--- config.mk ---
export PLATFORM = sky130hd
export DESIGN_NAME = websocket_frame_decoder_top
export DESIGN_NICKNAME = d
export VERILOG_FILES = /design/src/rtl/wsfd_pkg.sv /design/src/rtl/wsfd_utf8.sv /design/src/rtl/wsfd_parser.sv /design/src/rtl/websocket_frame_decoder_top.sv
export SDC_FILE = /design/constraint.sdc
export NUM_CORES = 1
export LEC_CHECK = 0
export BUFFER_PORTS_ARGS = -buffer_cell sky130_fd_sc_hd__buf_4
export CORE_MARGIN = 2
export CORE_UTILIZATION = 45
export CTS_BUF_LIST = sky130_fd_sc_hd__clkbuf_4 sky130_fd_sc_hd__clkbuf_8 sky130_fd_sc_hd__clkbuf_16
export CTS_CLUSTER_SIZE = 8
export DETAILED_ROUTE_END_ITERATION = 10
export PLACE_DENSITY = 0.63
export SETUP_SLACK_MARGIN = 0.5
export SYNTH_ARGS = -nofsm -noshare
export SYNTH_HDL_FRONTEND = slang
export SYNTH_HIERARCHICAL = 1
export SYNTH_SLANG_ARGS = --single-unit
--- constraint.sdc ---
create_clock -name i_clk -period 5.2 [get_ports i_clk]
set_clock_uncertainty 0.1 [all_clocks]
set_input_delay 0.52 -clock i_clk [delete_from_list [all_inputs] [get_ports i_clk]]
set_output_delay 0.52 -clock i_clk [all_outputs]
set_load 0.02 [all_outputs]
--- src/rtl/wsfd_pkg.sv ---
`default_nettype none

package wsfd_pkg;

    // Parse phases.
    localparam logic [2:0] PH_HDR0    = 3'd0;
    localparam logic [2:0] PH_HDR1    = 3'd1;
    localparam logic [2:0] PH_EXT     = 3'd2;
    localparam logic [2:0] PH_KEY     = 3'd3;
    localparam logic [2:0] PH_PAYLOAD = 3'd4;

    // Second-byte rules of a multi-byte UTF-8 sequence.
    localparam logic [2:0] RULE_NONE = 3'd0;
    localparam logic [2:0] RULE_E0   = 3'd1;
    localparam logic [2:0] RULE_ED   = 3'd2;
    localparam logic [2:0] RULE_F0   = 3'd3;
    localparam logic [2:0] RULE_F4   = 3'd4;

    // Opcodes of interest.
    localparam logic [3:0] OP_CONT  = 4'd0;
    localparam logic [3:0] OP_TEXT  = 4'd1;
    localparam logic [3:0] OP_CLOSE = 4'd8;

    // Frame status codes.
    localparam logic [1:0] ST_OK   = 2'd0;
    localparam logic [1:0] ST_CTRL = 2'd1;
    localparam logic [1:0] ST_UTF8 = 2'd2;

    // Length field escapes.
    localparam logic [6:0] LEN_EXT16 = 7'd126;
    localparam logic [6:0] LEN_EXT64 = 7'd127;

    localparam logic [3:0] EXT16_BYTES = 4'd2;
    localparam logic [3:0] EXT64_BYTES = 4'd8;
    localparam logic [3:0] KEY_BYTES   = 4'd4;

    typedef struct packed {
        logic [1:0] pending;
        logic [2:0] rule;
        logic       bad;
    } t_utf8;

    typedef struct packed {
        logic       valid;
        logic       has_byte;
        logic [7:0] data_byte;
        logic [3:0] msg_opcode;
        logic       was_masked;
        logic       frame_end;
        logic       message_end;
        logic [1:0] frame_status;
    } t_result;

endpackage

`default_nettype wire

--- src/rtl/wsfd_utf8.sv ---
`default_nettype none

module wsfd_utf8 (
    input  wsfd_pkg::t_utf8 i_state,
    input  logic [7:0]      i_byte,
    output wsfd_pkg::t_utf8 o_state
);
    import wsfd_pkg::*;

    always_comb begin
        o_state = i_state;
        if (i_state.pending != 2'd0) begin
            if (i_byte[7:6] != 2'b10) begin
                o_state.bad     = 1'b1;
                o_state.pending = 2'd0;
                o_state.rule    = RULE_NONE;
            end else begin
                unique case (i_state.rule)
                    RULE_E0: if (i_byte[7:5] == 3'b100) o_state.bad = 1'b1;
                    RULE_ED: if (i_byte[7:5] == 3'b101) o_state.bad = 1'b1;
                    RULE_F0: if (i_byte[7:4] == 4'b1000) o_state.bad = 1'b1;
                    RULE_F4: if (i_byte > 8'h8F) o_state.bad = 1'b1;
                    default: ;
                endcase
                o_state.rule    = RULE_NONE;
                o_state.pending = i_state.pending - 2'd1;
            end
        end else if (i_byte[7]) begin
            // Leads C0 and C1 are taken as two-byte leads.
            if (i_byte[7:5] == 3'b110) begin
                o_state.pending = 2'd1;
            end else if (i_byte[7:4] == 4'b1110) begin
                o_state.pending = 2'd2;
                o_state.rule    = (i_byte == 8'hE0) ? RULE_E0 :
                                  (i_byte == 8'hED) ? RULE_ED : RULE_NONE;
            end else if (i_byte[7:3] == 5'b11110) begin
                if (i_byte > 8'hF4) o_state.bad = 1'b1;
                o_state.pending = 2'd3;
                o_state.rule    = (i_byte == 8'hF0) ? RULE_F0 :
                                  (i_byte == 8'hF4) ? RULE_F4 : RULE_NONE;
            end else begin
                o_state.bad = 1'b1;
            end
        end
    end

endmodule

`default_nettype wire

--- src/rtl/wsfd_parser.sv ---
`default_nettype none

module wsfd_parser (
    input  logic              i_clk,
    input  logic              i_rst_n,
    input  logic              i_step,
    input  logic [7:0]        i_byte,
    output wsfd_pkg::t_result o_result
);
    import wsfd_pkg::*;

    logic [2:0]  r_phase,     n_phase;
    logic [3:0]  r_hidx,      n_hidx;
    logic        r_fin,       n_fin;
    logic [3:0]  r_opcode,    n_opcode;
    logic        r_masked,    n_masked;
    logic [63:0] r_left,      n_left;
    logic [31:0] r_key,       n_key;
    logic [1:0]  r_kidx,      n_kidx;
    logic [3:0]  r_frag,      n_frag;
    t_utf8       r_utf,       n_utf;
    logic        r_skip,      n_skip;
    logic        r_closed,    n_closed;

    t_utf8       w_utf_fed;
    logic [7:0]  w_key_byte;
    logic [7:0]  w_data;
    logic [6:0]  w_len7;
    logic        w_emit;
    logic        w_end;
    logic        w_has;

    assign w_len7 = i_byte[6:0];

    always_comb begin
        unique case (r_kidx)
            2'd0:    w_key_byte = r_key[31:24];
            2'd1:    w_key_byte = r_key[23:16];
            2'd2:    w_key_byte = r_key[15:8];
            default: w_key_byte = r_key[7:0];
        endcase
    end

    assign w_data = i_byte ^ w_key_byte;

    wsfd_utf8 u_utf8 (
        .i_state (r_utf),
        .i_byte  (w_data),
        .o_state (w_utf_fed)
    );

    always_comb begin
        n_phase  = r_phase;
        n_hidx   = r_hidx;
        n_fin    = r_fin;
        n_opcode = r_opcode;
        n_masked = r_masked;
        n_left   = r_left;
        n_key    = r_key;
        n_kidx   = r_kidx;
        n_frag   = r_frag;
        n_utf    = r_utf;
        n_skip   = r_skip;
        n_closed = r_closed;
        w_emit   = 1'b0;
        w_end    = 1'b0;
        w_has    = 1'b0;

        if (!r_closed) begin
            unique case (r_phase)
                PH_HDR0: begin
                    n_fin    = i_byte[7];
                    n_opcode = i_byte[3:0];
                    n_masked = 1'b0;
                    n_left   = '0;
                    n_key    = '0;
                    n_kidx   = 2'd0;
                    n_utf    = '{pending: 2'd0, rule: RULE_NONE, bad: 1'b0};
                    // Control opcodes have the top opcode bit set.
                    n_skip   = i_byte[3] && !i_byte[7];
                    if (!i_byte[7] && i_byte[3:0] != OP_CONT && !i_byte[3]) begin
                        n_frag = i_byte[3:0];
                    end
                    n_phase  = PH_HDR1;
                end
                PH_HDR1: begin
                    n_masked = i_byte[7];
                    if (w_len7 == LEN_EXT16 || w_len7 == LEN_EXT64) begin
                        n_hidx  = (w_len7 == LEN_EXT16) ? EXT16_BYTES : EXT64_BYTES;
                        n_phase = PH_EXT;
                    end else begin
                        n_left = {57'd0, w_len7};
                        if (i_byte[7]) begin
                            n_hidx  = KEY_BYTES;
                            n_phase = PH_KEY;
                        end else if (w_len7 == 7'd0) begin
                            w_emit = 1'b1;
                            w_end  = 1'b1;
                        end else begin
                            n_phase = PH_PAYLOAD;
                        end
                    end
                end
                PH_EXT: begin
                    n_left = {r_left[55:0], i_byte};
                    n_hidx = r_hidx - 4'd1;
                    if (n_hidx == 4'd0) begin
                        if (r_masked) begin
                            n_hidx  = KEY_BYTES;
                            n_phase = PH_KEY;
                        end else if (n_left == 64'd0) begin
                            w_emit = 1'b1;
                            w_end  = 1'b1;
                        end else begin
                            n_phase = PH_PAYLOAD;
                        end
                    end
                end
                PH_KEY: begin
                    n_key  = {r_key[23:0], i_byte};
                    n_hidx = r_hidx - 4'd1;
                    if (n_hidx == 4'd0) begin
                        if (r_left == 64'd0) begin
                            w_emit = 1'b1;
                            w_end  = 1'b1;
                        end else begin
                            n_phase = PH_PAYLOAD;
                        end
                    end
                end
                PH_PAYLOAD: begin
                    n_kidx = r_kidx + 2'd1;
                    n_left = r_left - 64'd1;
                    if (r_opcode == OP_TEXT) begin
                        n_utf = w_utf_fed;
                    end
                    if (n_left == 64'd0) begin
                        w_emit = 1'b1;
                        w_end  = 1'b1;
                        w_has  = !r_skip;
                    end else if (!r_skip) begin
                        w_emit = 1'b1;
                        w_has  = 1'b1;
                    end
                end
                default: begin
                    n_phase = PH_HDR0;
                end
            endcase

            if (w_end) begin
                n_phase = PH_HDR0;
                if (!n_skip && n_fin && n_opcode == OP_CLOSE) begin
                    n_closed = 1'b1;
                end
            end
        end
    end

    always_comb begin
        o_result.valid        = i_step && w_emit;
        o_result.has_byte     = w_has;
        o_result.data_byte    = w_has ? w_data : 8'd0;
        o_result.msg_opcode   = (n_opcode == OP_CONT) ? n_frag : n_opcode;
        o_result.was_masked   = n_masked;
        o_result.frame_end    = w_end;
        o_result.message_end  = w_end && n_fin;
        if (!w_end) begin
            o_result.frame_status = ST_OK;
        end else if (n_skip) begin
            o_result.frame_status = ST_CTRL;
        end else if (n_opcode == OP_TEXT && (n_utf.bad || n_utf.pending != 2'd0)) begin
            o_result.frame_status = ST_UTF8;
        end else begin
            o_result.frame_status = ST_OK;
        end
    end

    always_ff @(posedge i_clk) begin
        if (!i_rst_n) begin
            r_phase  <= PH_HDR0;
            r_hidx   <= 4'd0;
            r_fin    <= 1'b0;
            r_opcode <= OP_CONT;
            r_masked <= 1'b0;
            r_left   <= '0;
            r_key    <= '0;
            r_kidx   <= 2'd0;
            r_frag   <= OP_TEXT;
            r_utf    <= '{pending: 2'd0, rule: RULE_NONE, bad: 1'b0};
            r_skip   <= 1'b0;
            r_closed <= 1'b0;
        end else if (i_step) begin
            r_phase  <= n_phase;
            r_hidx   <= n_hidx;
            r_fin    <= n_fin;
            r_opcode <= n_opcode;
            r_masked <= n_masked;
            r_left   <= n_left;
            r_key    <= n_key;
            r_kidx   <= n_kidx;
            r_frag   <= n_frag;
            r_utf    <= n_utf;
            r_skip   <= n_skip;
            r_closed <= n_closed;
        end
    end

endmodule

`default_nettype wire

--- src/rtl/websocket_frame_decoder_top.sv ---
`default_nettype none

// WebSocket receive-side frame decoder. Feed the received stream one byte per
// transfer on the input channel; the block parses each frame header (FIN,
// opcode, MASK, 7/16/64-bit length, masking key) and returns one result per
// payload byte, unmasked, carrying the message opcode (continuation frames
// report the opcode of the first fragment). A frame with an empty payload
// gives a single result with has_byte low and frame_end high on its last
// header byte. Fragmented control frames produce no payload results and end
// with frame_status 1; TEXT frames are UTF-8 checked and end with status 2 if
// invalid, in which case the consumer should drop the bytes it received for
// that frame. Once an unfragmented CLOSE frame has ended, every later
// byte is swallowed until reset. The block takes one byte per clock
// cycle while the result register is not stalled; a byte is held in the
// input register, is parsed by a single pass of header and UTF-8 logic,
// and its result is captured in the result register. Throughput is
// set only by the output side: the input register stalls when the result
// register is full and not being taken.
module websocket_frame_decoder_top (
    input  logic       i_clk,
    input  logic       i_rst_n,
    input  logic       i_valid,
    output logic       o_ready,
    input  logic [7:0] i_rx_byte,
    output logic       o_valid,
    input  logic       i_ready,
    output logic       o_has_byte,
    output logic [7:0] o_data_byte,
    output logic [3:0] o_msg_opcode,
    output logic       o_was_masked,
    output logic       o_frame_end,
    output logic       o_message_end,
    output logic [1:0] o_frame_status
);
    import wsfd_pkg::*;

    // Input register.
    logic       r_in_valid;
    logic [7:0] r_in_byte;

    // Result register.
    logic       r_out_valid;
    t_result    r_out;

    logic       w_step;
    t_result    w_result;

    // The parsed byte moves on whenever the result register is free or is
    // being emptied in this cycle.
    assign w_step  = r_in_valid && (!r_out_valid || i_ready);
    assign o_ready = !r_in_valid || w_step;

    wsfd_parser u_parser (
        .i_clk    (i_clk),
        .i_rst_n  (i_rst_n),
        .i_step   (w_step),
        .i_byte   (r_in_byte),
        .o_result (w_result)
    );

    always_ff @(posedge i_clk) begin
        if (!i_rst_n) begin
            r_in_valid <= 1'b0;
        end else if (o_ready) begin
            r_in_valid <= i_valid;
        end
    end

    always_ff @(posedge i_clk) begin
        if (o_ready && i_valid) begin
            r_in_byte <= i_rx_byte;
        end
    end

    // A byte that produces no result simply frees the result register if
    // the consumer took the previous one.
    always_ff @(posedge i_clk) begin
        if (!i_rst_n) begin
            r_out_valid <= 1'b0;
        end else if (w_step) begin
            r_out_valid <= w_result.valid;
        end else if (i_ready) begin
            r_out_valid <= 1'b0;
        end
    end

    always_ff @(posedge i_clk) begin
        if (w_step && w_result.valid) begin
            r_out <= w_result;
        end
    end

    assign o_valid        = r_out_valid;
    assign o_has_byte     = r_out.has_byte;
    assign o_data_byte    = r_out.data_byte;
    assign o_msg_opcode   = r_out.msg_opcode;
    assign o_was_masked   = r_out.was_masked;
    assign o_frame_end    = r_out.frame_end;
    assign o_message_end  = r_out.message_end;
    assign o_frame_status = r_out.frame_status;

`ifndef SYNTHESIS
    // A nonzero status is only reported on the last result of a frame.
    a_status_at_end: assert property (@(posedge i_clk) disable iff (!i_rst_n)
        o_valid && o_frame_status != ST_OK |-> o_frame_end)
        else $error("frame_status set on a result that does not end a frame");

    // A result without a payload byte always closes a frame and carries zero.
    a_empty_is_end: assert property (@(posedge i_clk) disable iff (!i_rst_n)
        o_valid && !o_has_byte |-> o_frame_end && o_data_byte == 8'd0)
        else $error("result without a byte that does not end a frame");

    // A skipped control frame never delivers its payload.
    a_ctrl_no_byte: assert property (@(posedge i_clk) disable iff (!i_rst_n)
        o_valid && o_frame_status == ST_CTRL |-> !o_has_byte)
        else $error("fragmented control frame delivered a payload byte");

    // A stalled result must not be overwritten by the next parsed byte.
    a_hold_on_stall: assert property (@(posedge i_clk) disable iff (!i_rst_n)
        o_valid && !i_ready |=> o_valid && $stable(r_out))
        else $error("pending result changed while stalled");
`endif

endmodule

`default_nettype wire
==> parameters.txt <==
Parameter                              Value

Critical path
  Path type of the worst setup path    flip-flop to flip-flop
  Reg2reg end    o_was_masked$_DFFE_PP_
  Data arrival at the endpoint of the critical path    around 4.5 ns
  Critical path startpoint category    flip-flop
  Worst R2R Path Depth    14
  Worst reg2reg startpoint    u_parser/r_left[0]$_SDFFE_PN0P_
  Critical Path End Type    flip-flop
  Internal reg-to-reg setup slack    around 0.7 ns
  Crit path required time    around 5.2 ns
  Critical path fanouts, max    18

Synthesis
  Top_reg_cell synth    sky130_fd_sc_hd__dfxtp_1
  Area share of xor/xnor cells in the synthesized design    5.77%
  Async S/R FF share, synth    0%
  Largest area contributor in the netlist    sky130_fd_sc_hd__dfxtp_1
  Yosys warns    6
  Synthesized area    0.00895 mm²
  Gate count after technology mapping    1162
  Avg Cell Area, Syn    just under 8 µm²
  Simple-gate share of the synthesized area    between 20% and 30%
  Post-synth EDFFs    26
  Post-synthesis sequential element count    approximately 150
  Largest cells by area after synthesis    sky130_fd_sc_hd__dfxtp_1 (28%), sky130_fd_sc_hd__edfxtp_1 (8.7%), sky130_fd_sc_hd__nor2_1 (7.8%), sky130_fd_sc_hd__a22oi_1 (7.3%), sky130_fd_sc_hd__clkbuf_1 (4.0%)
  Fraction of post-synthesis cell area in the top cell type by area    27.9%
  Mux share of post-synthesis cell area    1.90%
  Dominant combinational cell family by area after synthesis    simple AND/OR/NAND/NOR gates
  Number of distinct library cell variants in the gate-level netlist after synthesis    67
  Sequential cell area fraction in the yosys report    36.7%
  Syn_nets    between 1000 and 1500
  Synthesized-area fraction occupied by ao, oa, aoi and oai cells    20.7%
  Adder-cell share of the synthesized area    1.26%

Detailed routing
  Remaining antenna violation count after routing    0
  Via count normalized by instance count    6.17
  Detailed-router iteration count before antenna repair    5
  DRC violations left    0
  Iteration-0 DRC Markers    1001
  Total wirelength of the detailed-routed design    roughly 26000 µm
  DR WL/cell    approximately 18 µm
  Vias after detailed routing    ~8600

Global routing
  Initial antenna violation count    0
  Total routing usage reported by global routing    a little under a quarter
  Final global-route overflow total    0
  Pin count of the biggest net entering global routing    68
  First-pass GRT wire length    around 42000 µm
  Vias in the first global route    roughly 7700

Finish
  Cell Count, Final, Fillers Out    about 1400
  Layout overhead on the synthesized area    9.85%
  ANT cells    0
  Fill cells    1955
  Share of cells above drive strength 1    between 8 and 9%
  # nets final    1139
  Final Util    around half
  Register Area    ~0.0033 mm²
  Multi-input logic area    between 0.005 and 0.006 mm²

Floorplanning
  Area of the placeable core    between 0.015 and 0.02 mm²
  Die area    between 0.02 and 0.025 mm²
  Top-level port count    32
  Overall die height    145 µm
  Initial cell density of the core    a little under half
  Die boundary width    between 100 and 150 µm
  Core Rows    51

STA
  Unrepaired setup endpoints after global routing    false
  Minimum clock period after layout    4.50 ns
  Count of pins over their slew limit    0
  Maximum achievable frequency    about 220 MHz
  Setup TNS after final layout    0 ns
  Slew at the pin with the worst max-slew slack    1.21 ns
  Total of endpoints with negative setup slack in the final report    0
  Hold Worst Slack    around 0.16 ns
  Worst slew slack as a fraction of its limit    about a fifth
  Final number of hold-violating endpoints    0
  Final Cycle Share    86.5%

Clock network
  Clock latency on the worst-skew pair    0.44 ns
  Maximum clock insertion buffer count    2
  Number of buffers inserted during clock tree synthesis    17
  Clock Pin Slew Worst Setup and Hold Paths    0.07 ns
  Hold buffer count at cts    0
  Root Buffer    sky130_fd_sc_hd__clkbuf_16
  Post-CTS Setup Repair Bufs    0
  Post-cts resize count    0
  CTS tree    yes
  H-tree lvl count    4
  Count of clock tree sinks    roughly 150

Worst hold path
  Number of stages on the worst hold path    1
  Worst Hold End    r_in_byte[6]$_DFFE_PP_
  Hold crit path type    input port to flip-flop
  Beginning of the worst hold path    i_rx_byte[6]

Power and ir drop
  Total chip power    2970 µW
  Leakage Power    between 0.003 and 0.004 µW
  Total power per unit cell area    slightly above 300 mW/mm²
  IR Drop Worst-Case VDD    roughly 0.26 mV

Place
  RePlAce Congestion    between 0.9 and 1
  DP Cell Count    1364
  Half-perimeter wire length of the detailed placement result    between 15000 and 20000 µm
  Count of input and output buffers    31

Run status
  Result of the run    finished clean

Run
  Maximum capacitance violations    0
[layout make-up]
class / instances / share of cell area (%)
inverter: 31 / 1.20
tap: 265 / 3.37
multi-input combinational: 870 / 52.3
clock inverter: 15 / 1.82
clock buffer: 17 / 4.32
timing repair buffer: 47 / 3.59
sequential: 151 / 33.4
[cells by family (layout without fill, tap and decap cells)]
group / after synthesis / in the layout
XOR/XNOR: 59 / 59
adder cells (fa/ha/maj): 9 / 9
AO/OA/AOI/OAI: 277 / 277
multiplexers: 17 / 17
AND/OR/NAND/NOR: 508 / 508
buffers and inverters: 141 / 110
flip-flops: 151 / 151
[power breakdown]
group          switching (µW)  internal, µW  total [µW]
clock network             607           653        1260
registers                39.5          1200        1240
logic                     300           168         467
total                     946          2030        2970
[Yosys cell counts (4+ instances only)]
| library cell | number |
|---|---|
| sky130_fd_sc_hd__nand2b_1 | 8 |
| sky130_fd_sc_hd__a211oi_1 | 6 |
| sky130_fd_sc_hd__o31ai_1 | 5 |
| sky130_fd_sc_hd__a32o_1 | 4 |
| sky130_fd_sc_hd__a221oi_1 | 5 |
| sky130_fd_sc_hd__inv_1 | 31 |
| sky130_fd_sc_hd__o21ai_0 | 55 |
| sky130_fd_sc_hd__edfxtp_1 | 26 |
| sky130_fd_sc_hd__or3_1 | 19 |
| sky130_fd_sc_hd__nor3_1 | 47 |
| sky130_fd_sc_hd__a21oi_1 | 61 |
| sky130_fd_sc_hd__o31a_1 | 4 |
| sky130_fd_sc_hd__a222oi_1 | 8 |
| sky130_fd_sc_hd__or2_2 | 6 |
| sky130_fd_sc_hd__nand3_1 | 27 |
| sky130_fd_sc_hd__and3_1 | 5 |
| sky130_fd_sc_hd__nor2_1 | 187 |
| sky130_fd_sc_hd__o21a_1 | 4 |
| sky130_fd_sc_hd__clkbuf_1 | 95 |
| sky130_fd_sc_hd__or4_1 | 16 |
| sky130_fd_sc_hd__buf_1 | 5 |
| sky130_fd_sc_hd__buf_2 | 5 |
| sky130_fd_sc_hd__buf_4 | 4 |
| sky130_fd_sc_hd__nor3b_1 | 5 |
| sky130_fd_sc_hd__xnor2_1 | 24 |
| sky130_fd_sc_hd__xor2_1 | 35 |
| sky130_fd_sc_hd__a31oi_1 | 5 |
| sky130_fd_sc_hd__nor4_1 | 42 |
| sky130_fd_sc_hd__nand4_1 | 17 |
| sky130_fd_sc_hd__dfxtp_1 | 125 |
| sky130_fd_sc_hd__a22oi_1 | 87 |
| sky130_fd_sc_hd__and2_1 | 6 |
| sky130_fd_sc_hd__mux2i_1 | 17 |
| sky130_fd_sc_hd__nor2b_1 | 12 |
| sky130_fd_sc_hd__nand2_1 | 92 |
| sky130_fd_sc_hd__ha_1 | 9 |
[sequential cells by signal, indices dropped and copies added (netlist names), 2 cells and up]
signal,count
u_parser/r_left,64
u_parser/r_key,32
o_data_byte,8
r_in_byte,8
u_parser/r_utf,6
o_msg_opcode,4
u_parser/r_frag,4
u_parser/r_hidx,4
u_parser/r_opcode,4
u_parser/r_phase,3
o_frame_status,2
u_parser/r_kidx,2
[worst max-delay path: stages (launching register included)]
cell and delay (ns):
sky130_fd_sc_hd__dfxtp_1 0.36, sky130_fd_sc_hd__inv_1 0.11, sky130_fd_sc_hd__ha_2 0.32, sky130_fd_sc_hd__or3b_1 0.46, sky130_fd_sc_hd__or4_1 0.62, sky130_fd_sc_hd__buf_4 0.22, sky130_fd_sc_hd__or2_1 0.31, sky130_fd_sc_hd__o21ai_0 0.26
sky130_fd_sc_hd__nand3_1 0.13, sky130_fd_sc_hd__nor4_1 0.40, sky130_fd_sc_hd__a31oi_1 0.27, sky130_fd_sc_hd__a21oi_1 0.19, sky130_fd_sc_hd__nand2_1 0.08, sky130_fd_sc_hd__nor2_1 0.09, sky130_fd_sc_hd__buf_4 0.26
[how the worst max path moves through the flow]
stage | from | to | slack [ns]
4_1_cts | u_parser/r_left[0]$_SDFFE_PN0P_ | o_was_masked$_DFFE_PP_ | 0.63
6_report | u_parser/r_left[0]$_SDFFE_PN0P_ | o_was_masked$_DFFE_PP_ | 0.70
5_1_grt | u_parser/r_left[0]$_SDFFE_PN0P_ | o_message_end$_DFFE_PP_ | 0.50
3_3_place_gp | u_parser/r_left[0]$_SDFFE_PN0P_ | o_message_end$_DFFE_PP_ | 0.69
3_5_place_dp | u_parser/r_left[0]$_SDFFE_PN0P_ | o_was_masked$_DFFE_PP_ | 0.65
2_1_floorplan | u_parser/r_left[0]$_SDFFE_PN0P_ | o_data_byte[0]$_DFFE_PP_ | 0.78
[metrics by stage]
step	setup WS, ns	instance area (µm²)
floorplan	0.781	8950
global placement	0.690	9220
detailed placement	0.650	9220
CTS	0.629	9820
global route	0.496	9840
finish	0.702	9840
[routing by layer]
layer / up-vias / GRT usage [%] / wire length, µm
met3: 42 / 4.15 / 1700
li1: 4094 / - / -
met4: 0 / 6.91 / 420
met1: 4100 / 36.2 / 12300
met2: 384 / 35.0 / 11000
met5: - / 0 / 0
[layout by cell type (no fill, tap or decap), types with 4 or more instances in the layout]
cell / count
sky130_fd_sc_hd__a31oi_1: 5
sky130_fd_sc_hd__xnor2_1: 24
sky130_fd_sc_hd__nand3_1: 27
sky130_fd_sc_hd__nand2_1: 92
sky130_fd_sc_hd__or2_2: 6
sky130_fd_sc_hd__nor2_1: 185
sky130_fd_sc_hd__nand4_1: 17
sky130_fd_sc_hd__edfxtp_1: 26
sky130_fd_sc_hd__or4_1: 15
sky130_fd_sc_hd__or3_1: 19
sky130_fd_sc_hd__xor2_1: 35
sky130_fd_sc_hd__inv_8: 7
sky130_fd_sc_hd__a32o_1: 4
sky130_fd_sc_hd__and2_1: 6
sky130_fd_sc_hd__a21oi_1: 61
sky130_fd_sc_hd__buf_4: 47
sky130_fd_sc_hd__a221oi_1: 5
sky130_fd_sc_hd__nand2b_1: 8
sky130_fd_sc_hd__o31a_1: 4
sky130_fd_sc_hd__nor3b_1: 5
sky130_fd_sc_hd__clkbuf_16: 17
sky130_fd_sc_hd__dfxtp_1: 125
sky130_fd_sc_hd__mux2i_1: 17
sky130_fd_sc_hd__nor2b_1: 12
sky130_fd_sc_hd__clkinv_8: 5
sky130_fd_sc_hd__ha_1: 8
sky130_fd_sc_hd__nor4_1: 41
sky130_fd_sc_hd__inv_1: 30
sky130_fd_sc_hd__o21a_1: 4
sky130_fd_sc_hd__a211oi_1: 6
sky130_fd_sc_hd__a22oi_1: 87
sky130_fd_sc_hd__o21ai_0: 54
sky130_fd_sc_hd__and3_1: 5
sky130_fd_sc_hd__nor3_1: 47
sky130_fd_sc_hd__a222oi_1: 8
sky130_fd_sc_hd__o31ai_1: 5
No activity file was read; power rests on OpenSTA's default activity.
